## config.mk

```make
export PLATFORM = sky130hd
export DESIGN_NAME = isc_cell
export DESIGN_NICKNAME = d
export VERILOG_FILES = /design/src/rtl/core/isc_pkg.sv /design/src/rtl/core/isc_cell.sv
export SDC_FILE = /design/constraint.sdc
export NUM_CORES = 1
export LEC_CHECK = 0
export BUFFER_PORTS_ARGS = -buffer_cell sky130_fd_sc_hd__buf_4
export CORE_MARGIN = 2
export CORE_UTILIZATION = 35
export DETAILED_ROUTE_END_ITERATION = 8
export PLACE_DENSITY = 0.65
export SLEW_MARGIN = 20
export SYNTH_ARGS = -nofsm -noshare
export SYNTH_HDL_FRONTEND = slang
export SYNTH_SLANG_ARGS = --single-unit
```

## constraint.sdc

```tcl
create_clock -name clk -period 4.63 [get_ports clk]
set_input_delay 0.2315 -clock clk [delete_from_list [all_inputs] [get_ports clk]]
set_output_delay 0.2315 -clock clk [all_outputs]
set_load 0.005 [all_outputs]
```

## src/rtl/core/isc_pkg.sv

```systemverilog
// ----------------------------------------------------------------------------
// isc_pkg
// Shared types and constants for the counted insertion sorter.
// ----------------------------------------------------------------------------
package isc_pkg;

  localparam int MAX_ELEMENTS_DEF = 64;
  localparam int VAL_W            = 32;
  localparam int CMP_W            = 11;
  localparam int MOV_W            = 12;

  typedef enum logic [1:0] {
    ST_FILL,
    ST_SETTLE,
    ST_DRAIN
  } state_t;

  // per-cycle command broadcast to every cell
  typedef struct packed {
    logic insert;
    logic drain;
  } cell_ctrl_t;

  // what a cell shows its neighbors
  typedef struct packed {
    logic                    valid;
    logic                    take;
    logic signed [VAL_W-1:0] value;
  } cell_link_t;

endpackage

```

## src/rtl/core/isc_cell.sv

```systemverilog
// ----------------------------------------------------------------------------
// isc_cell
// One slot of the sorting chain: holds one element, shifts right on insert,
// shifts left on drain.
// ----------------------------------------------------------------------------
module isc_cell (
  input  logic                                clk,
  input  logic                                rst_n,
  input  isc_pkg::cell_ctrl_t                 ctrl,
  input  logic signed [isc_pkg::VAL_W-1:0]    ins_value,
  input  isc_pkg::cell_link_t                 left_i,
  input  isc_pkg::cell_link_t                 right_i,
  output isc_pkg::cell_link_t                 link_o,
  output logic                                ins_here_o
);

  logic                               valid_r, valid_nxt;
  logic signed [isc_pkg::VAL_W-1:0]   value_r, value_nxt;
  logic                               take;

  // a cell gives way when it is empty or holds a strictly larger value
  assign take       = !valid_r || (value_r > ins_value);
  assign ins_here_o = take && !left_i.take;

  always_comb begin
    valid_nxt = valid_r;
    value_nxt = value_r;
    if (ctrl.insert) begin
      valid_nxt = valid_r | left_i.valid;
      if (take) begin
        value_nxt = left_i.take ? left_i.value : ins_value;
      end
    end else if (ctrl.drain) begin
      valid_nxt = right_i.valid;
      value_nxt = right_i.value;
    end
  end

  always_ff @(posedge clk) begin
    if (!rst_n) begin
      valid_r <= 1'b0;
    end else begin
      valid_r <= valid_nxt;
    end
  end

  always_ff @(posedge clk) begin
    value_r <= value_nxt;
  end

  assign link_o = '{valid: valid_r, take: take, value: value_r};

endmodule

```

; Yosys cells after proc, flatten, opt, wreduce, memory -nomap -nowiden
; Index checks and enable logic that the tools add are counted.
[totals]
word_cells = 17
register_bits = 33
output_inout_bits = 35
in_bits = 104
[op_classes]
bitwise_logic = 1
eq_ne = 1
muxes = 6
n_reduce_logical = 6
n_lt_le_gt_ge = 1
[ops]
columns = op, n
row1 = two-way mux 32 bit, 4
row2 = greater-than comparator 32 bit, 1
row3 = logical NOT 1 bit, 2
row4 = two-way mux 1 bit, 2
row5 = != test 2 x 1 -> 1 bit (second input constant), 1
row6 = AND reduction 2 bit, 1
row7 = nonzero test 2 bit, 1
row8 = logical AND 1 bit, 1
row9 = logical OR 1 bit, 1
row10 = OR 1 bit, 1

; Longest topological paths before layout
[depth]
word_depth = 4
ltp_mapped = 9
ltp_nobuf = 8

; Least setup slack after synthesis
; OpenSTA, ideal clock, no wires.
[synth_timing]
path_kind = reg2reg
startpoint = reg value_r[14] (netlist name)
endpoint = reg value_r[0] (netlist name) (enable)
synth_period_minus_slack_ns = 2.987
setup_slack_ns = 1.643
n_path_buf = 0
path_stages_with_launch = 8
setup_time_ns = 0.400
required_time_ns = 4.230
arrival_ns = 2.587
cell_sequence = edfxtp_1 > ha_1 > nand4_2 > nor4_2 > a21boi_2 > o31ai_1 > a41o_1 > a21oi_2
[synth_via]
elab_chain_cells = 4
[synth_rtl]
columns = element, line_no
row1 = start: declaration, isc_cell.sv:18  ; logic signed [isc_pkg::VAL_W-1:0] value_r, value_nxt;
row2 = start signal: assignment, isc_cell.sv:48  ; value_r <= value_nxt;
row3 = greater-than comparator 32 bit, isc_cell.sv:22  ; assign take = !valid_r || (value_r > ins_value);
row4 = logical OR 1 bit, isc_cell.sv:22
row5 = != test 2 x 1 -> 1 bit (no source line), n/a
row6 = AND reduction 2 bit (no source line), n/a
; No other way between the ends.
; A chain may end at the register's enable or synchronous reset.

; Final worst setup path
[layout_timing]
startpoint = reg value_r[14] (netlist name)
endpoint = reg value_r[13] (netlist name) (enable)
; The elaborated chain is that of the path after synthesis.

==> out/qor.txt <==
Result of the run - finished clean
Sw power - 0.253 mW
Cell area after technology mapping - 2540 um^2
Die W - 89.1 um
Leakage component of the power - 1.87 nW
P&R area growth vs syn - 47.6%
Clock root cell - clkbuf_8
Worst-case register-to-register setup slack - 1770 ps
Wire length of the first global-routing pass - 10,300 um
Portion of total power attributed to the clock network - 24.0%
Worst reg2reg endpoint - value_r[13]
Critical path startpoint - value_r[14]
Most used flip-flop cell after synthesis - edfxtp_1
Post-synthesis share of cell area spent on full adders, half adders and majority gates - 15.8%
Maximum Capacitance Violations - 0
Fraction of layout cells with a size suffix above 1 - 37.7%
Power per cell area - 237 nW/um^2
DRC violation count after routing - 0
Number of clock sinks seen by CTS - 33
Fill cell count - 722
Power consumption - 0.888 mW
TritonCTS buffer count - 5
Clock tree from TritonCTS - yes
Count of distinct cell types in the synthesized netlist - 35
Crit-path leading delay family - compound AO/OA/AOI/OAI gates
Highest achievable clock rate - 0.350 GHz
Post-synthesis share of cell area spent on xor and xnor gates - 0%
Antenna diodes - 0
Drt total wl - 6670 um
Number of ports placed on the die boundary - 139
Seq/Total Area, Yosys - 38.7%
Post-CTS setup buffer count - 0
Main combinational cell family by area after synthesis - adder cells
Yosys top cell area share - 37.9%
Worst-path maximum fanout - 19
Capturing element type of the critical path - register
P_int - 0.635 mW
Number of global-route vias before repair - 2,202
Total congestion overflow after global routing - 0
Hold_sp - rst_n
Share of total power in sequential cells - 43.3%
Number of cells on the worst hold path - 3
Detail-routed net length per standard cell - 13.4 um
First-pass DRT Iterations - 4
Number of nets still failing antenna checks after routing - 0
Fraction of synthesis flops using an asynchronous set or reset pin - 0%
Hold Vio Cnt, Final - 0
Path type of the worst setup path - register to register
CTS H-tree lvls - 2
Element type at the critical path start - register
Initial antenna violation count - 0
Core region area - 7140 um^2
Worst-path cell with the longest stage delay - a21oi_4
Proportion of synthesized area in mux cells - 12.6%
Post-layout utilization of the core - 52.5%
Peak supply drop - 0.128 mV
Number of cells on the worst reg-to-reg path - 8
Arrival time at the worst endpoint - 2850 ps
Final #Nets - 533
Number of failing setup endpoints in the final timing report - 0
Worst hold endpoint - valid_r
Post-synthesis share of cell area spent on and, or, nand and nor gates - 11.3%
Cell type contributing the most total cell area after synthesis - edfxtp_1
Time the worst path needs with I/O delays and setup - 2860 ps
Final worst clock skew - 6.21 ps
Clock buffer depth - 2
Commonest cells after routing, fill and taps aside - buf_4 (137), a21oi_1 (44), nor2_1 (36)
Headroom to the max-slew limit - 57.4%
Flops & latches, synth - 33
Area of the die - 7940 um^2
Vias after detailed routing - 2,322
Area fraction in compound gates after synthesis - 14.0%
Number of buffer and inverter instances along the worst setup path - 1
Number of core rows - 31
Total Routing Usage GR - 17.1%
Endpoint required time on the critical path - 4620 ps
Slew at the pin closest to its max-slew limit - 640 ps
Footprint of the flip-flops and latches - 981 um^2
Clock slew seen by the registers of the worst setup and hold paths - 70 ps
Area of the multi-input gates - 1370 um^2
CTS Hold Bufs - 0
Die height - 89.1 um
Post-synthesis instance total - 265
Pin count of the biggest net entering global routing - 69
Slew Limit Fails - 0
Routability cong. - 0.780
Via density per instance - 4.67
Cells resized by post-CTS repair - 0
Dpl hpwl - 5260 um
Part of the cycle the worst path needs - 61.7%
Post-Synthesis Mean Instance Area - 9.57 um^2
Warnings, synthesis - 0
Startpoint of the worst-slack reg-to-reg timing path - value_r[14]
Summed negative setup slack over all endpoints - 0 ps
Hold crit path type - input port to register
Iter 0 DRT Violations - 81
Combinational power share - 32.7%
Maximum single-stage delay on the critical path - 510 ps
Starting density of the core - 35.5%
Switching share of total power - 28.5%
Clock network latency to the later pin of the worst-skew pair - 280 ps
Nets in the synthesized netlist - 401
RSZ-0062 raised after global routing - no
Most frequent standard cell in the layout excluding fill and tap cells - buf_4
Number of enable-type register cells in the synthesized netlist - 32
Cell breakdown of the critical path - ha_1 > nand4_2 > nor4_2 > a21boi_2 > o31ai_1 > a41o_1 > a21oi_4 > buf_16
Number of buffer cells added on primary ports - 137
Top post-synthesis cells by area - edfxtp_1 (38%), ha_1 (16%), mux2i_1 (13%)
## layout make-up
cell class | count | share of cell area, %
Multi-Input combinational cell | 184 | 36.6
Timing Repair Buffer | 138 | 28.2
Sequential cell | 33 | 26.2
Inverter | 35 | 3.51
Tap cell | 99 | 3.31
Clock buffer | 8 | 2.14
## tightest hold or removal path: stages
cell and delay [ps]:
buf_4 100, o21ai_0 60, a31oi_1 40
## cells in the mapped netlist, types with 2 or more instances
library cell and count:
a21o_1 2, a21oi_1 44, a221o_1 2, buf_1 2, buf_2 3, buf_4 2, clkbuf_1 6, edfxtp_1 32
ha_1 32, inv_1 35, mux2i_1 32, nand2_1 7, nand2b_1 2, nand3_1 2, nand4_1 4, nor2_1 36
o21ai_0 3, o21ai_1 2
## metal layers
metal | GRT usage (%) | vias to the layer above | part of all wire (%)
met4 | 5.43 | 0 | 1.5
met1 | 21.1 | 1030 | 43
met2 | 28.6 | 72 | 48
met3 | 5.17 | 8 | 8.0
li1 | - | 1212 | -
met5 | 0 | - | 0
## metrics by stage
stage	cell area (um^2)	setup WS [ps]	instances	hold slack (ps)
after floorplan	2540	1640	265	370
after global routing	3740	1540	497	231
after global placement	3640	1510	488	492
final	3740	1770	497	191
after CTS	3720	1420	496	186
after detailed placement	3640	1450	488	495
## worst max-delay path by stage
stage,end,slack [ps],cells past startpoint
6_report,value_r[13],1770,8
2_1_floorplan,value_r[0],1640,7
3_3_place_gp,value_r[7],1510,7
5_1_grt,value_r[9],1540,8
3_5_place_dp,value_r[24],1450,7
4_1_cts,value_r[6],1420,7
## sequential cells by signal (all words and copies together) (netlist names)
| name | count |
|---|---|
| valid_r | 1 |
| value_r | 32 |
## power groups by stage
stage	Clock (mW)	Sequential (mW)	Combinational, mW
finish	0.213	0.384	0.290
global route	0.237	0.388	0.328
CTS	0.221	0.385	0.290
detailed placement	0	0.392	0.289
global placement	0	0.390	0.284
floorplan	0	0.392	0.137
## cells by family (layout without fill, tap and decap cells)
family          after synthesis  in the layout
flops                        33             33
buf+inv                      48            181
simple gates                 59             59
compound gates               61             61
mux                          32             32
fa+ha+maj                    32             32
Note: power is estimated with default switching activity, not from simulation.
