===== src/rtl/core/isc_pkg.sv =====
// ----------------------------------------------------------------------------
// isc_pkg
// Shared types and constants for the counted insertion sorter.
// ----------------------------------------------------------------------------
package isc_pkg;

  localparam int MAX_ELEMENTS_DEF = 64;
  localparam int VAL_W            = 32;
  localparam int CMP_W            = 11;
  localparam int MOV_W            = 12;

  typedef enum logic [1:0] {
    ST_FILL,
    ST_SETTLE,
    ST_DRAIN
  } state_t;

  // per-cycle command broadcast to every cell
  typedef struct packed {
    logic insert;
    logic drain;
  } cell_ctrl_t;

  // what a cell shows its neighbors
  typedef struct packed {
    logic                    valid;
    logic                    take;
    logic signed [VAL_W-1:0] value;
  } cell_link_t;

endpackage


===== src/rtl/core/isc_count.sv =====
// ----------------------------------------------------------------------------
// isc_count
// Comparison and move counters, updated in the cycle after each insert into a
// non-empty chain from the registered insert position.
// ----------------------------------------------------------------------------
module isc_count #(
  parameter int MAX_ELEMENTS = isc_pkg::MAX_ELEMENTS_DEF
) (
  input  logic                                  clk,
  input  logic                                  rst_n,
  input  logic                                  insert,
  input  logic [$clog2(MAX_ELEMENTS)-1:0]       pos,
  input  logic [$clog2(MAX_ELEMENTS+1)-1:0]     held,
  input  logic                                  clr,
  output logic [isc_pkg::CMP_W-1:0]             compare_count,
  output logic [isc_pkg::MOV_W-1:0]             move_count
);

  localparam int IDX_W = $clog2(MAX_ELEMENTS);
  localparam int CNT_W = $clog2(MAX_ELEMENTS+1);

  logic                          pend_r;
  logic [IDX_W-1:0]              pos_r;
  logic [CNT_W-1:0]              held_r;
  logic [CNT_W-1:0]              shifted;
  logic [isc_pkg::CMP_W-1:0]     cmp_r, cmp_nxt;
  logic [isc_pkg::MOV_W-1:0]     mov_r, mov_nxt;

  // elements strictly greater than the new one
  assign shifted = held_r - CNT_W'(pos_r);

  always_comb begin
    cmp_nxt = cmp_r;
    mov_nxt = mov_r;
    priority if (clr) begin
      cmp_nxt = '0;
      mov_nxt = '0;
    end else if (pend_r && (held_r != '0)) begin
      cmp_nxt = cmp_r + isc_pkg::CMP_W'(shifted)
              + isc_pkg::CMP_W'(pos_r != '0);
      mov_nxt = mov_r + isc_pkg::MOV_W'(shifted) + isc_pkg::MOV_W'(1);
    end
  end

  always_ff @(posedge clk) begin
    if (!rst_n) begin
      pend_r <= 1'b0;
      cmp_r  <= '0;
      mov_r  <= '0;
    end else begin
      pend_r <= insert;
      cmp_r  <= cmp_nxt;
      mov_r  <= mov_nxt;
    end
  end

  always_ff @(posedge clk) begin
    pos_r  <= pos;
    held_r <= held;
  end

  assign compare_count = cmp_r;
  assign move_count    = mov_r;

endmodule


===== config.mk =====
export PLATFORM = sky130hd
export DESIGN_NAME = isc_count
export DESIGN_NICKNAME = d
export VERILOG_FILES = /design/src/rtl/core/isc_pkg.sv /design/src/rtl/core/isc_count.sv
export SDC_FILE = /design/constraint.sdc
export NUM_CORES = 1
export LEC_CHECK = 0
export BUFFER_PORTS_ARGS = -buffer_cell sky130_fd_sc_hd__buf_2
export CAP_MARGIN = 20
export CORE_ASPECT_RATIO = 0.7
export CORE_UTILIZATION = 40
export CTS_BUF_LIST = sky130_fd_sc_hd__clkbuf_2
export CTS_CLUSTER_DIAMETER = 30
export CTS_CLUSTER_SIZE = 16
export DETAILED_ROUTE_END_ITERATION = 16
export REMOVE_ABC_BUFFERS = 1
export SYNTH_ARGS = -nofsm -noshare
export SYNTH_HDL_FRONTEND = slang
export SYNTH_SLANG_ARGS = --single-unit
export TNS_END_PERCENT = 5

===== constraint.sdc =====
create_clock -name clk -period 3.6 [get_ports clk]
set_input_delay 0.54 -clock clk [delete_from_list [all_inputs] [get_ports clk]]
set_output_delay 0.54 -clock clk [all_outputs]
set_load 0.02 [all_outputs]

* Word-level counts from Yosys, hierarchy flattened
Cells that the tools add are included.
** Word-level totals
- Register bits :: 37
- Input bits :: 17
- Output and inout bits :: 23
- Word-level logic and storage cells :: 15
** Cells by class
- Add/sub/neg operators :: 5
- Bitwise logic cells :: 1
- Reductions and logical operators :: 4
** Operator list (number)
- adder 12 x 1 -> 12 bit (second input constant) :: 1
- adder 12 x 7 -> 12 bit :: 1
- adder 11 x 1 -> 11 bit :: 1
- adder 11 x 7 -> 11 bit :: 1
- nonzero test 7 bit :: 1
- subtractor 7 x 6 -> 7 bit :: 1
- nonzero test 6 bit :: 1
- OR reduction 2 bit :: 1
- logical AND 1 bit :: 1
- inverter 1 bit :: 1

* Longest topological paths before layout
Gate-level depths: netlist of the first run.
- Word-level depth :: 3
- Mapped depth :: 15
- Depth with buffers taken out :: 15

* Worst setup path after synthesis of the first run
Ideal clock, no wire load.
- Path type :: reg-to-reg
- Start :: reg held_r[0]
- End :: reg mov_r, in the netlist move_count[9]
- Setup time :: 0.116 ns
- Arrival time :: 2.729 ns
- Data required time :: 3.484 ns
- Slack :: 0.755 ns
- Cell stages (with the launch flop) :: 15
- Cell sequence :: dfxtp_1 inv_1 ha_1 inv_1 fa_1 a21o_1 a21oi_1 o21bai_1 a21oi_1 xor2_1 ha_1 nor3b_1 a211oi_1 a31oi_1 a41o_1
** On the way
- Longest elaborated chain between the ends :: 3
** RTL lines
- start, declared :: RTL line isc_count.sv:24 : logic [CNT_W-1:0] held_r;
- start signal, assigned :: RTL line isc_count.sv:59 : held_r <= held;
- subtractor 7 x 6 -> 7 bit :: RTL line isc_count.sv:30 : assign shifted = held_r - CNT_W'(pos_r);
- adder 12 x 7 -> 12 bit :: RTL line isc_count.sv:41 : mov_nxt = mov_r + isc_pkg::MOV_W'(shifted) + isc_pkg::MOV_W'(1);
- adder 12 x 1 -> 12 bit :: RTL line isc_count.sv:41
- end signal, assigned :: RTL line isc_count.sv:53 : mov_r <= mov_nxt;
- end, declared :: RTL line isc_count.sv:27 : logic [isc_pkg::MOV_W-1:0] mov_r, mov_nxt;
Parallel ways exist; a longest one is shown, timed or not.
A chain may end at the register's enable or synchronous reset.

* Worst setup path after layout of the first run
Same ends and word-level chain as after synthesis.

==> results of run 1 <==
[sequential cells by signal, summed over array words and instances (netlist names)]
register and flops:
move_count 12, held_r 7, pend_r 1, compare_count 11
pos_r 6
[metal layers]
metal  vias up  wire [um]  track usage [%]
met5         -          0                0
met4         0         55             5.44
met3         8        160             4.39
met2        36       1740             25.6
met1       795       2450             27.8
li1        919          -                -
[worst max-delay path, delay by kind of cell (launching register included)]
family,cells,cell delay (ns)
AO/OA/AOI/OAI,7,1.48
adder cells (fa/ha/maj),3,0.82
AND/OR/NAND/NOR,1,0.08
flip-flops,1,0.34
XOR/XNOR,1,0.30
buffers and inverters,2,0.10
[final cells by class]
class / instances / area [um^2]
fillers: 506 / 2460
repair buffers: 41 / 210
inverters: 17 / 63.8
flip-flops and latches: 37 / 741
multi-input cells: 175 / 1240
clock buffers: 5 / 25.0
clock inverters: 3 / 65.1
well taps: 69 / 86.3
[stage by stage]
step	util (%)	setup WS [ns]	total power [mW]	hold WS, ns	instance area, um^2
6_report	49.7	0.411	1.01	0.223	2430
5_1_grt	49.7	0.0254	1.08	0.176	2430
4_1_cts	49.7	0.366	1.03	0.199	2430
3_5_place_dp	47.8	0.395	0.690	0.474	2340
3_3_place_gp	47.8	0.468	0.685	0.471	2340
2_1_floorplan	-	0.755	0.625	0.546	2040
[path summary, 6_finish.rpt]
| path | from | endpoint | slack (ns) | depth (start not counted) |
|---|---|---|---|---|
| hold / removal | held[1] | held_r[1] | 0.22 | 1 |
| hold reg to reg | compare_count[3] | compare_count[3] | 0.50 | 2 |
| setup / recovery | held_r[0] | move_count[9] | 0.41 | 14 |
| setup reg to reg | held_r[0] | move_count[9] | 0.41 | 14 |
[kinds of logic (layout without fill, tap and decap cells)]
kind of cell	Yosys count	in the layout	share of synthesized area (%)
AND/OR/NAND/NOR	79	79	18.8
multiplexers	1	1	0.483
AO/OA/AOI/OAI	56	56	17.9
flip-flops	37	37	35.7
XOR/XNOR	14	14	5.91
buffers and inverters	23	66	4.59
adder cells (fa/ha/maj)	25	25	16.5
[synth_stat cells, types with 5 or more instances]
cell,number
a21oi_1,17
nor2_1,23
nand3_1,11
o211ai_1,6
xor2_1,9
inv_1,17
xnor2_1,5
a211oi_1,5
nand2b_1,5
ha_1,21
nand2_1,17
dfxtp_1,37
nor3_1,5
o21ai_0,6
[power by group]
part	total, mW	internal (mW)	switching (mW)
Combinational	0.244	0.100	0.144
Clock	0.332	0.186	0.146
Sequential	0.437	0.426	0.0116
Total	1.01	0.712	0.301
==> summary.md, run 1 <==
| Metric | Value |
|---|---|
| Most common cell after layout, fill and taps aside | buf_2 |
| CP endpoint kind | flip-flop |
| Yosys warning count | 0 |
| CP arrival | roughly 3.5 ns |
| Overall die area | 0.00548 mm^2 |
| Largest net degree at the start of global routing | 22 |
| EDFF count, synth | 0 |
| Clk_lat worst skew | 0.40 ns |
| RSZ-0062 raised after global routing | no |
| Worst-path clk slew | 0.20 ns |
| Mapped Area | 0.00207 mm^2 |
| Clock skew | approximately 0.014 ns |
| Main synth FF type | dfxtp_1 |
| Synth async-reset ratio | 0% |
| TritonCTS clock tree | done |
| Crit-path slowest cell | a211oi_1 |
| Initial Util | between 40% and 50% |
| Placed instance count | around 340 |
| DRC violations left | 0 |
| Critical path cell sequence | inv_1 -> ha_1 -> inv_1 -> fa_1 -> a21o_1 -> a21oi_1 -> o21bai_1 -> a21oi_1 -> xor2_1 -> ha_1 -> nor3b_1 -> a211oi_1 -> a31oi_1 -> a41o_1 |
| Overflow after GRT | 0 |
| Final Wtd Congestion | 0.835 |
| Syn Inst Count | 235 |
| Kind of critical path | reg2reg |
| Nets | 319 |
| Vias in the first global route | 1688 |
| Area Overhead vs Synth | 17.1% |
| Row count | 21 |
| Num CTS Buffers | 5 |
| Finish-stage setup viols | 0 |
| Die Span X | 88.1 um |
| Clk buf depth | 2 |
| Area leader, netlist | dfxtp_1 |
| Routed WL | 4400 um |
| Routed Antenna Nets | 0 |
| Fmax | 314 MHz |
| Distinct cells, synth | 40 |
| Io pins | 40 |
| Worst-margin pin slew | 0.815 ns |
| Tmin final | 3.19 ns |
| H-tree Lvls | 2 |
| Post-DR wirelength/cell | about 13 um |
| Commonest non-fill, non-tap cells in the layout | buf_2 (39), dfxtp_1 (37), nor2_1 (23), ha_1 (21) |
| Layout cell share with drive strength beyond 1 | 19.4% |
| P per Cell Area | 417 mW/mm^2 |
| Final hold vios | 0 |
| PostCTS Resize Cnt | 0 |
| Setup tns final | 0 ns |
| Initial antenna violation count | 0 |
| Avg Inst Size Synth | 8.82 um^2 |
| Worst EP required | 3.93 ns |
| Crit-path max cell delay | 0.47 ns |
| Clock root buffer master | clkbuf_2 |
| Clock sink count | 37 |
| Total GRT Usage | 18.4% |
| First-pass GRT wire length | about 7800 um |
| Synth Register Bits | 37 |
| Rel. slew slack | 45.7% |
| DP Wirelength | 3490 um |
| Post-CTS Setup Inserts | 0 |
| Fin crit share | 88.6% |
| Hold-fix buffers, CTS | 0 |
| Final Instance Count excl. Fillers | 347 |
| CP Launch Type | flip-flop |
| Ant. Diodes | 0 |
| Drt initial violations | 61 |
| IO buf count | 39 |
| Post-synthesis sequential area ratio | 35.7% |
| Core ar. | slightly below 0.005 mm^2 |
| Iteration count of the initial detailed-routing pass | 4 |
| Die span in y | 62.2 um |
| Hold Path Class | in2reg |
| Post-synth top area share | a little over a third |
| Area contributors post-synth | dfxtp_1 (36%), ha_1 (13%), nor2_1 (4.2%), a21oi_1 (4.1%), fa_1 (3.9%) |
| Slew Viols, Final | 0 |
| Via/cell ratio | between 5 and 6 |
| CP Max Fanout | 4 |
| Leakage | ~1.1 nW |
| Vias | between 1500 and 2000 |
| Status | complete, no violations |
| Peak VDD IR | roughly 0.00020 V |
| MaxCap Viol Count | 0 |
(Power assumes the default switching activity.)
==> inputs of run 2 (changes only) <==
--- a/config.mk
+++ b/config.mk
@@ -7,7 +7,6 @@
 export LEC_CHECK = 0
 export BUFFER_PORTS_ARGS = -buffer_cell sky130_fd_sc_hd__buf_2
 export CAP_MARGIN = 20
-export CORE_ASPECT_RATIO = 0.7
 export CORE_UTILIZATION = 40
 export CTS_BUF_LIST = sky130_fd_sc_hd__clkbuf_2
 export CTS_CLUSTER_DIAMETER = 30
==> summary.md, run 2 (synthesis gave the netlist of run 1 again) <==
| Metric | Value |
|---|---|
| Final hold vios | 0 (unchanged) |
| Fmax | 314 MHz (+0.19%) |
| Most common cell after layout, fill and taps aside | buf_2 |
| PostCTS Resize Cnt | 0 (unchanged) |
| IO buf count | 39 (unchanged) |
| DRC violations left | 0 (unchanged) |
| Final Wtd Congestion | 0.846 (+1.3%) |
| Worst EP required | 3.88 ns (-0.05 ns) |
| CP Launch Type | flip-flop |
| Total GRT Usage | 17.3% (-1.2 points) |
| DP Wirelength | 3270 um (-6.2%) |
| Die span in y | 74.0 um (+19%) |
| First-pass GRT wire length | 7050 um (-9.5%) |
| CP arrival | 3.46 ns (-0.06 ns) |
| Iteration count of the initial detailed-routing pass | 4 (unchanged) |
| Hold path cells | 1 (unchanged) |
| Slew Viols, Final | 0 (unchanged) |
| Leakage | 1.11 nW (-1.5%) |
| Routed Antenna Nets | 0 (unchanged) |
| CP Max Fanout | 4 (unchanged) |
| Fin crit share | 88.4% (-0.17 points) |
| Via/cell ratio | 5.02 (-0.96%) |
| Initial antenna violation count | 0 (unchanged) |
| Kind of critical path | reg2reg |
| Peak VDD IR | 0.000226 V (+13%) |
| Worst-margin pin slew | 0.844 ns (+0.0289 ns) |
| TritonCTS clock tree | done |
| P per Cell Area | 390 mW/mm^2 (-6.5%) |
| Vias | 1726 (-1.8%) |
| Die Span X | 74.0 um (-16%) |
| Ant. Diodes | 0 (unchanged) |
| Clk_lat worst skew | 0.39 ns (about the same) |
| Setup tns final | 0 ns (unchanged) |
| Largest net degree at the start of global routing | 22 (unchanged) |
| Status | complete, no violations |
| MaxCap Viol Count | 0 (unchanged) |
| Worst hold start | held[4] |
| Tmin final | 3.18 ns (-0.00602 ns) |
| Hold slack final | 0.229 ns (+0.00563 ns) |
| H-tree Lvls | 2 (unchanged) |
| Clk buf depth | 2 (unchanged) |
| Initial Util | 42.8% (+0.34 points) |
| CP endpoint kind | flip-flop |
| Worst-path clk slew | 0.19 ns (about the same) |
| Number of flip-flops in the largest register | 12 (unchanged) |
| Vias in the first global route | 1624 (-3.8%) |
| Reg-to-reg setup timing slack | 0.42 ns (about the same) |
| Hold Path Class | in2reg |
| Total power | 0.933 mW (-7.9%) |
| Area Overhead vs Synth | 15.4% |
| Clock root buffer master | clkbuf_2 |
| Overflow after GRT | 0 (unchanged) |
| Rel. slew slack | 43.8% (-1.9 points) |
| Reg2Reg Launch Point | pos_r[0] |
| Post-DR wirelength/cell | 12.2 um (-3.7%) |
| Commonest non-fill, non-tap cells in the layout | buf_2 (39), dfxtp_1 (37), nor2_1 (23), ha_1 (21) |
| Num CTS Buffers | 5 (unchanged) |
| Core ar. | 0.00485 mm^2 (-0.79%) |
| Row count | 25 (+19%) |
| R2r worst-path depth | 13 (-1) |
| Layout cell share with drive strength beyond 1 | 18.8% (-0.65 points) |
| Routed WL | 4200 um (-4.6%) |
| Post-CTS Setup Inserts | 0 (unchanged) |
| Nets | 318 (-0.31%) |
| Overall die area | 0.00548 mm^2 (about the same) |
| Finish-stage setup viols | 0 (unchanged) |
| Final Util | 49.3% (-0.35 points) |
| Drt initial violations | 75 (+23%) |
| Worst min-delay path endpoint | held_r[4] |
| Hold-fix buffers, CTS | 0 (unchanged) |
| Clock skew | 0.0166 ns (+0.00233 ns) |
| Io pins | 40 (unchanged) |
| RSZ-0062 raised after global routing | no |
| Reg2reg end | move_count[8] |
| Clock sink count | 37 (unchanged) |
[run 2: cell count changes in the layout (fill, tap and decap cells not counted)]
cell and delta:
clkinv_2 -1, clkbuf_2 +1, bufinv_16 -1, buf_4 -1, clkinv_1 +1
[run 2: cell type report]
type | instances | area, um^2
Inverter | 17 | 63.8
Clock inverter | 2 | 33.8
Sequential cell | 37 | 741
Timing Repair Buffer | 40 | 203
Fill cell | 481 | 2460
Clock buffer | 6 | 30.0
Tap cell | 67 | 83.8
Multi-Input combinational cell | 175 | 1240
[run 2: worst max-delay path by stage]
stage	cells past startpoint	to	startpoint	slack, ns
finish	13	move_count[8]	pos_r[0]	0.42
global placement	14	move_count[8]	held_r[0]	0.46
detailed placement	14	move_count[8]	held_r[0]	0.40
global route	14	move_count[10]	held_r[0]	0.15
CTS	13	move_count[8]	pos_r[0]	0.39
floorplan	14	move_count[9]	held_r[0]	0.76
[run 2: routing by layer]
metal  track usage [%]  part of all wire (%)  up-vias
met5                 0                     0        -
met4              5.77                   1.3        0
met3              4.61                   3.9        5
met2              29.2                    46       33
met1              21.3                    49      777
li1                  -                     -      911
[run 2: through the flow]
step,std cells,area (um^2),setup WS [ns]
after floorplan,229,2040,0.755
after global placement,336,2330,0.457
after detailed placement,336,2330,0.398
after CTS,344,2390,0.390
after global routing,344,2390,0.148
final,344,2390,0.417
[run 2: worst max-delay path, cell delays in order (launching register included)]
cell	delay, ns
dfxtp_1	0.37
ha_1	0.17
inv_1	0.05
fa_1	0.39
a21o_1	0.17
a21oi_1	0.23
o21bai_1	0.09
a21oi_1	0.19
xor2_1	0.28
ha_1	0.27
nor3_1	0.08
a2111oi_0	0.56
xnor2_1	0.18
nor2_1	0.05
[run 2: report_power, final]
part / total [mW] / internal, mW / switching (mW) / leakage, nW
clock network: 0.258 / 0.119 / 0.139 / 0.0406
registers: 0.437 / 0.426 / 0.0112 / 0.304
logic: 0.238 / 0.0989 / 0.140 / 0.762
==> inputs of run 3 (changes only) <==
--- a/config.mk
+++ b/config.mk
@@ -7,12 +7,14 @@
 export LEC_CHECK = 0
 export BUFFER_PORTS_ARGS = -buffer_cell sky130_fd_sc_hd__buf_2
 export CAP_MARGIN = 20
+export CORE_ASPECT_RATIO = 0.6
 export CORE_UTILIZATION = 40
 export CTS_BUF_LIST = sky130_fd_sc_hd__clkbuf_2
 export CTS_CLUSTER_DIAMETER = 30
 export CTS_CLUSTER_SIZE = 16
 export DETAILED_ROUTE_END_ITERATION = 16
 export REMOVE_ABC_BUFFERS = 1
+export SKIP_CTS_REPAIR_TIMING = 1
 export SYNTH_ARGS = -nofsm -noshare
 export SYNTH_HDL_FRONTEND = slang
 export SYNTH_SLANG_ARGS = --single-unit
==> constraint.sdc (replaced) <==
create_clock -name clk -period 3.7 [get_ports clk]
set_input_delay 0.555 -clock clk [delete_from_list [all_inputs] [get_ports clk]]
set_output_delay 0.555 -clock clk [all_outputs]
set_load 0.02 [all_outputs]
==> summary.md, run 3 (synthesis gave the netlist of run 1 again) <==
| Metric | Value |
|---|---|
| Status | complete, no violations |
| Most common cell after layout, fill and taps aside | buf_2 |
| Via/cell ratio | 5.09 (+1.3%) |
| # fillers | 461 (-4.2%) |
| Ant. Diodes | 0 (unchanged) |
| Initial Util | 43.4% (+0.63 points) |
| Total GRT Usage | 18.6% (+1.3 points) |
| Placed inst area | 0.00233 mm^2 (+0.11%) |
| Row count | 19 (-24%) |
| Peak VDD IR | 0.000221 V (-2.3%) |
| CP Launch Type | flip-flop |
| MaxCap Viol Count | 0 (unchanged) |
| CP bufs+invs | 2 (+1) |
| Worst path top cell family by delay | compound AO/OA/AOI/OAI gates |
| Final Instance Area | 0.00240 mm^2 (+0.42%) |
| Io pins | 40 (unchanged) |
| Clk_lat worst skew | 0.40 ns (about the same) |
| Finish-stage setup viols | 0 (unchanged) |
| Worst EP required | 4.03 ns (+0.15 ns) |
| Number of flip-flops in the largest register | 12 (unchanged) |
| Crit-path max cell delay | 0.43 ns (-0.13 ns) |
| Worst-margin pin slew | 0.890 ns (+0.0462 ns) |
| RSZ-0062 raised after global routing | no |
| Fmax | 315 MHz (+0.17%) |
| IO buf count | 39 (unchanged) |
| Slew Viols, Final | 0 (unchanged) |
| Die span in y | 57.8 um (-22%) |
| Overflow after GRT | 0 (unchanged) |
| Crit-path slowest cell | a211oi_1 |
| TritonCTS clock tree | done |
| Final hold vios | 0 (unchanged) |
| Clock root buffer master | clkbuf_2 |
| Clock sink count | 37 (unchanged) |
| First-pass GRT wire length | 7670 um (+8.7%) |
| Rel. slew slack | 40.6% (-3.2 points) |
| DP Wirelength | 3550 um (+8.5%) |
| Reg-to-reg setup timing slack | 0.52 ns (+0.11 ns) |
| Routed Antenna Nets | 0 (unchanged) |
| Initial antenna violation count | 0 (unchanged) |
| Critical path cell sequence | inv_1 -> ha_1 -> inv_1 -> fa_1 -> a21o_1 -> a21oi_1 -> o21bai_1 -> a21oi_1 -> xor2_1 -> ha_1 -> nor3b_1 -> a211oi_1 -> a31oi_1 -> a41o_1 |
| Leakage | 1.11 nW (+0.21%) |
| Core ar. | 0.00478 mm^2 (-1.4%) |
| Overall die area | 0.00548 mm^2 (+0.17%) |
| Commonest non-fill, non-tap cells in the layout | buf_2 (39), dfxtp_1 (37), nor2_1 (23), ha_1 (21) |
| Vias | 1734 (+0.46%) |
| Worst-path clk slew | 0.21 ns (+0.02 ns) |
| CP endpoint kind | flip-flop |
| Final Wtd Congestion | 0.837 (-1.1%) |
| CP arrival | 3.50 ns (+0.04 ns) |
| Fin crit share | 85.9% (-2.5 points) |
| Drt initial violations | 81 (+8.0%) |
| Iteration count of the initial detailed-routing pass | 4 (unchanged) |
| P per Cell Area | 389 mW/mm^2 (-0.22%) |
| Nets | 319 (+0.31%) |
| Layout cell share with drive strength beyond 1 | 19.4% (+0.65 points) |
| Vias in the first global route | 1536 (-5.4%) |
| Post-DR wirelength/cell | 13.4 um (+10%) |
| DRC violations left | 0 (unchanged) |
| Clk buf depth | 2 (unchanged) |
| Routed WL | 4580 um (+9.1%) |
| CP Max Fanout | 4 (unchanged) |
| Area Overhead vs Synth | 15.9% |
| Setup tns final | 0 ns (unchanged) |
| Largest net degree at the start of global routing | 22 (unchanged) |
| Clock skew | 0.0201 ns (+0.00349 ns) |
| Num CTS Buffers | 5 (unchanged) |
| Tmin final | 3.18 ns (-0.00533 ns) |
| Kind of critical path | reg2reg |
| Hold Path Class | in2reg |
| H-tree Lvls | 2 (unchanged) |
| Die Span X | 94.9 um (+28%) |
run 3: metal layers:
metal / wire [um] / vias to the layer above / GRT usage [%]
met5: 0 / - / 0
met4: 13 / 0 / 4.98
met3: 240 / 2 / 5.38
met2: 1690 / 47 / 22.6
met1: 2640 / 773 / 30.2
li1: - / 912 / -
run 3: where the power goes:
part	switching (mW)	internal, mW	leakage (nW)	total, mW
sequential	0.0116	0.414	0.304	0.426
combinational	0.142	0.0972	0.766	0.239
clock	0.154	0.115	0.0392	0.269
run 3: worst paths after layout:
path         cells after the start             start                to
max                             14         held_r[0]     move_count[9]
min reg2reg                      2  compare_count[3]  compare_count[3]
min                              1            pos[1]          pos_r[1]
max reg2reg                     14         held_r[0]     move_count[9]
run 3: area by class of cell:
cell class	instances	area (um^2)	area share, %
clock buffer	5	25.0	1.04
inverter	17	63.8	2.66
tap	63	78.8	3.28
timing repair buffer	41	210	8.75
clock inverter	3	46.3	1.93
sequential	37	741	30.8
multi-input combinational	175	1240	51.5
run 3: worst reg2reg max path, delay by kind of cell (launching register included):
family / cells / cell delay, ns
compound gates: 7 / 1.44
fa+ha+maj: 3 / 0.83
xor+xnor: 1 / 0.30
flops: 1 / 0.36
buf+inv: 2 / 0.11
simple gates: 1 / 0.08
run 3: through the flow:
step	hold WS, ns	setup WS, ns	util, %	total power, mW	std cells
detailed placement	0.472	0.558	48.8	0.670	333
CTS	0.210	0.525	50.3	0.941	341
finish	0.244	0.522	50.3	0.935	341
global placement	0.475	0.641	48.8	0.669	333
global route	0.176	0.209	50.3	0.998	341
floorplan	0.546	0.855	-	0.609	229
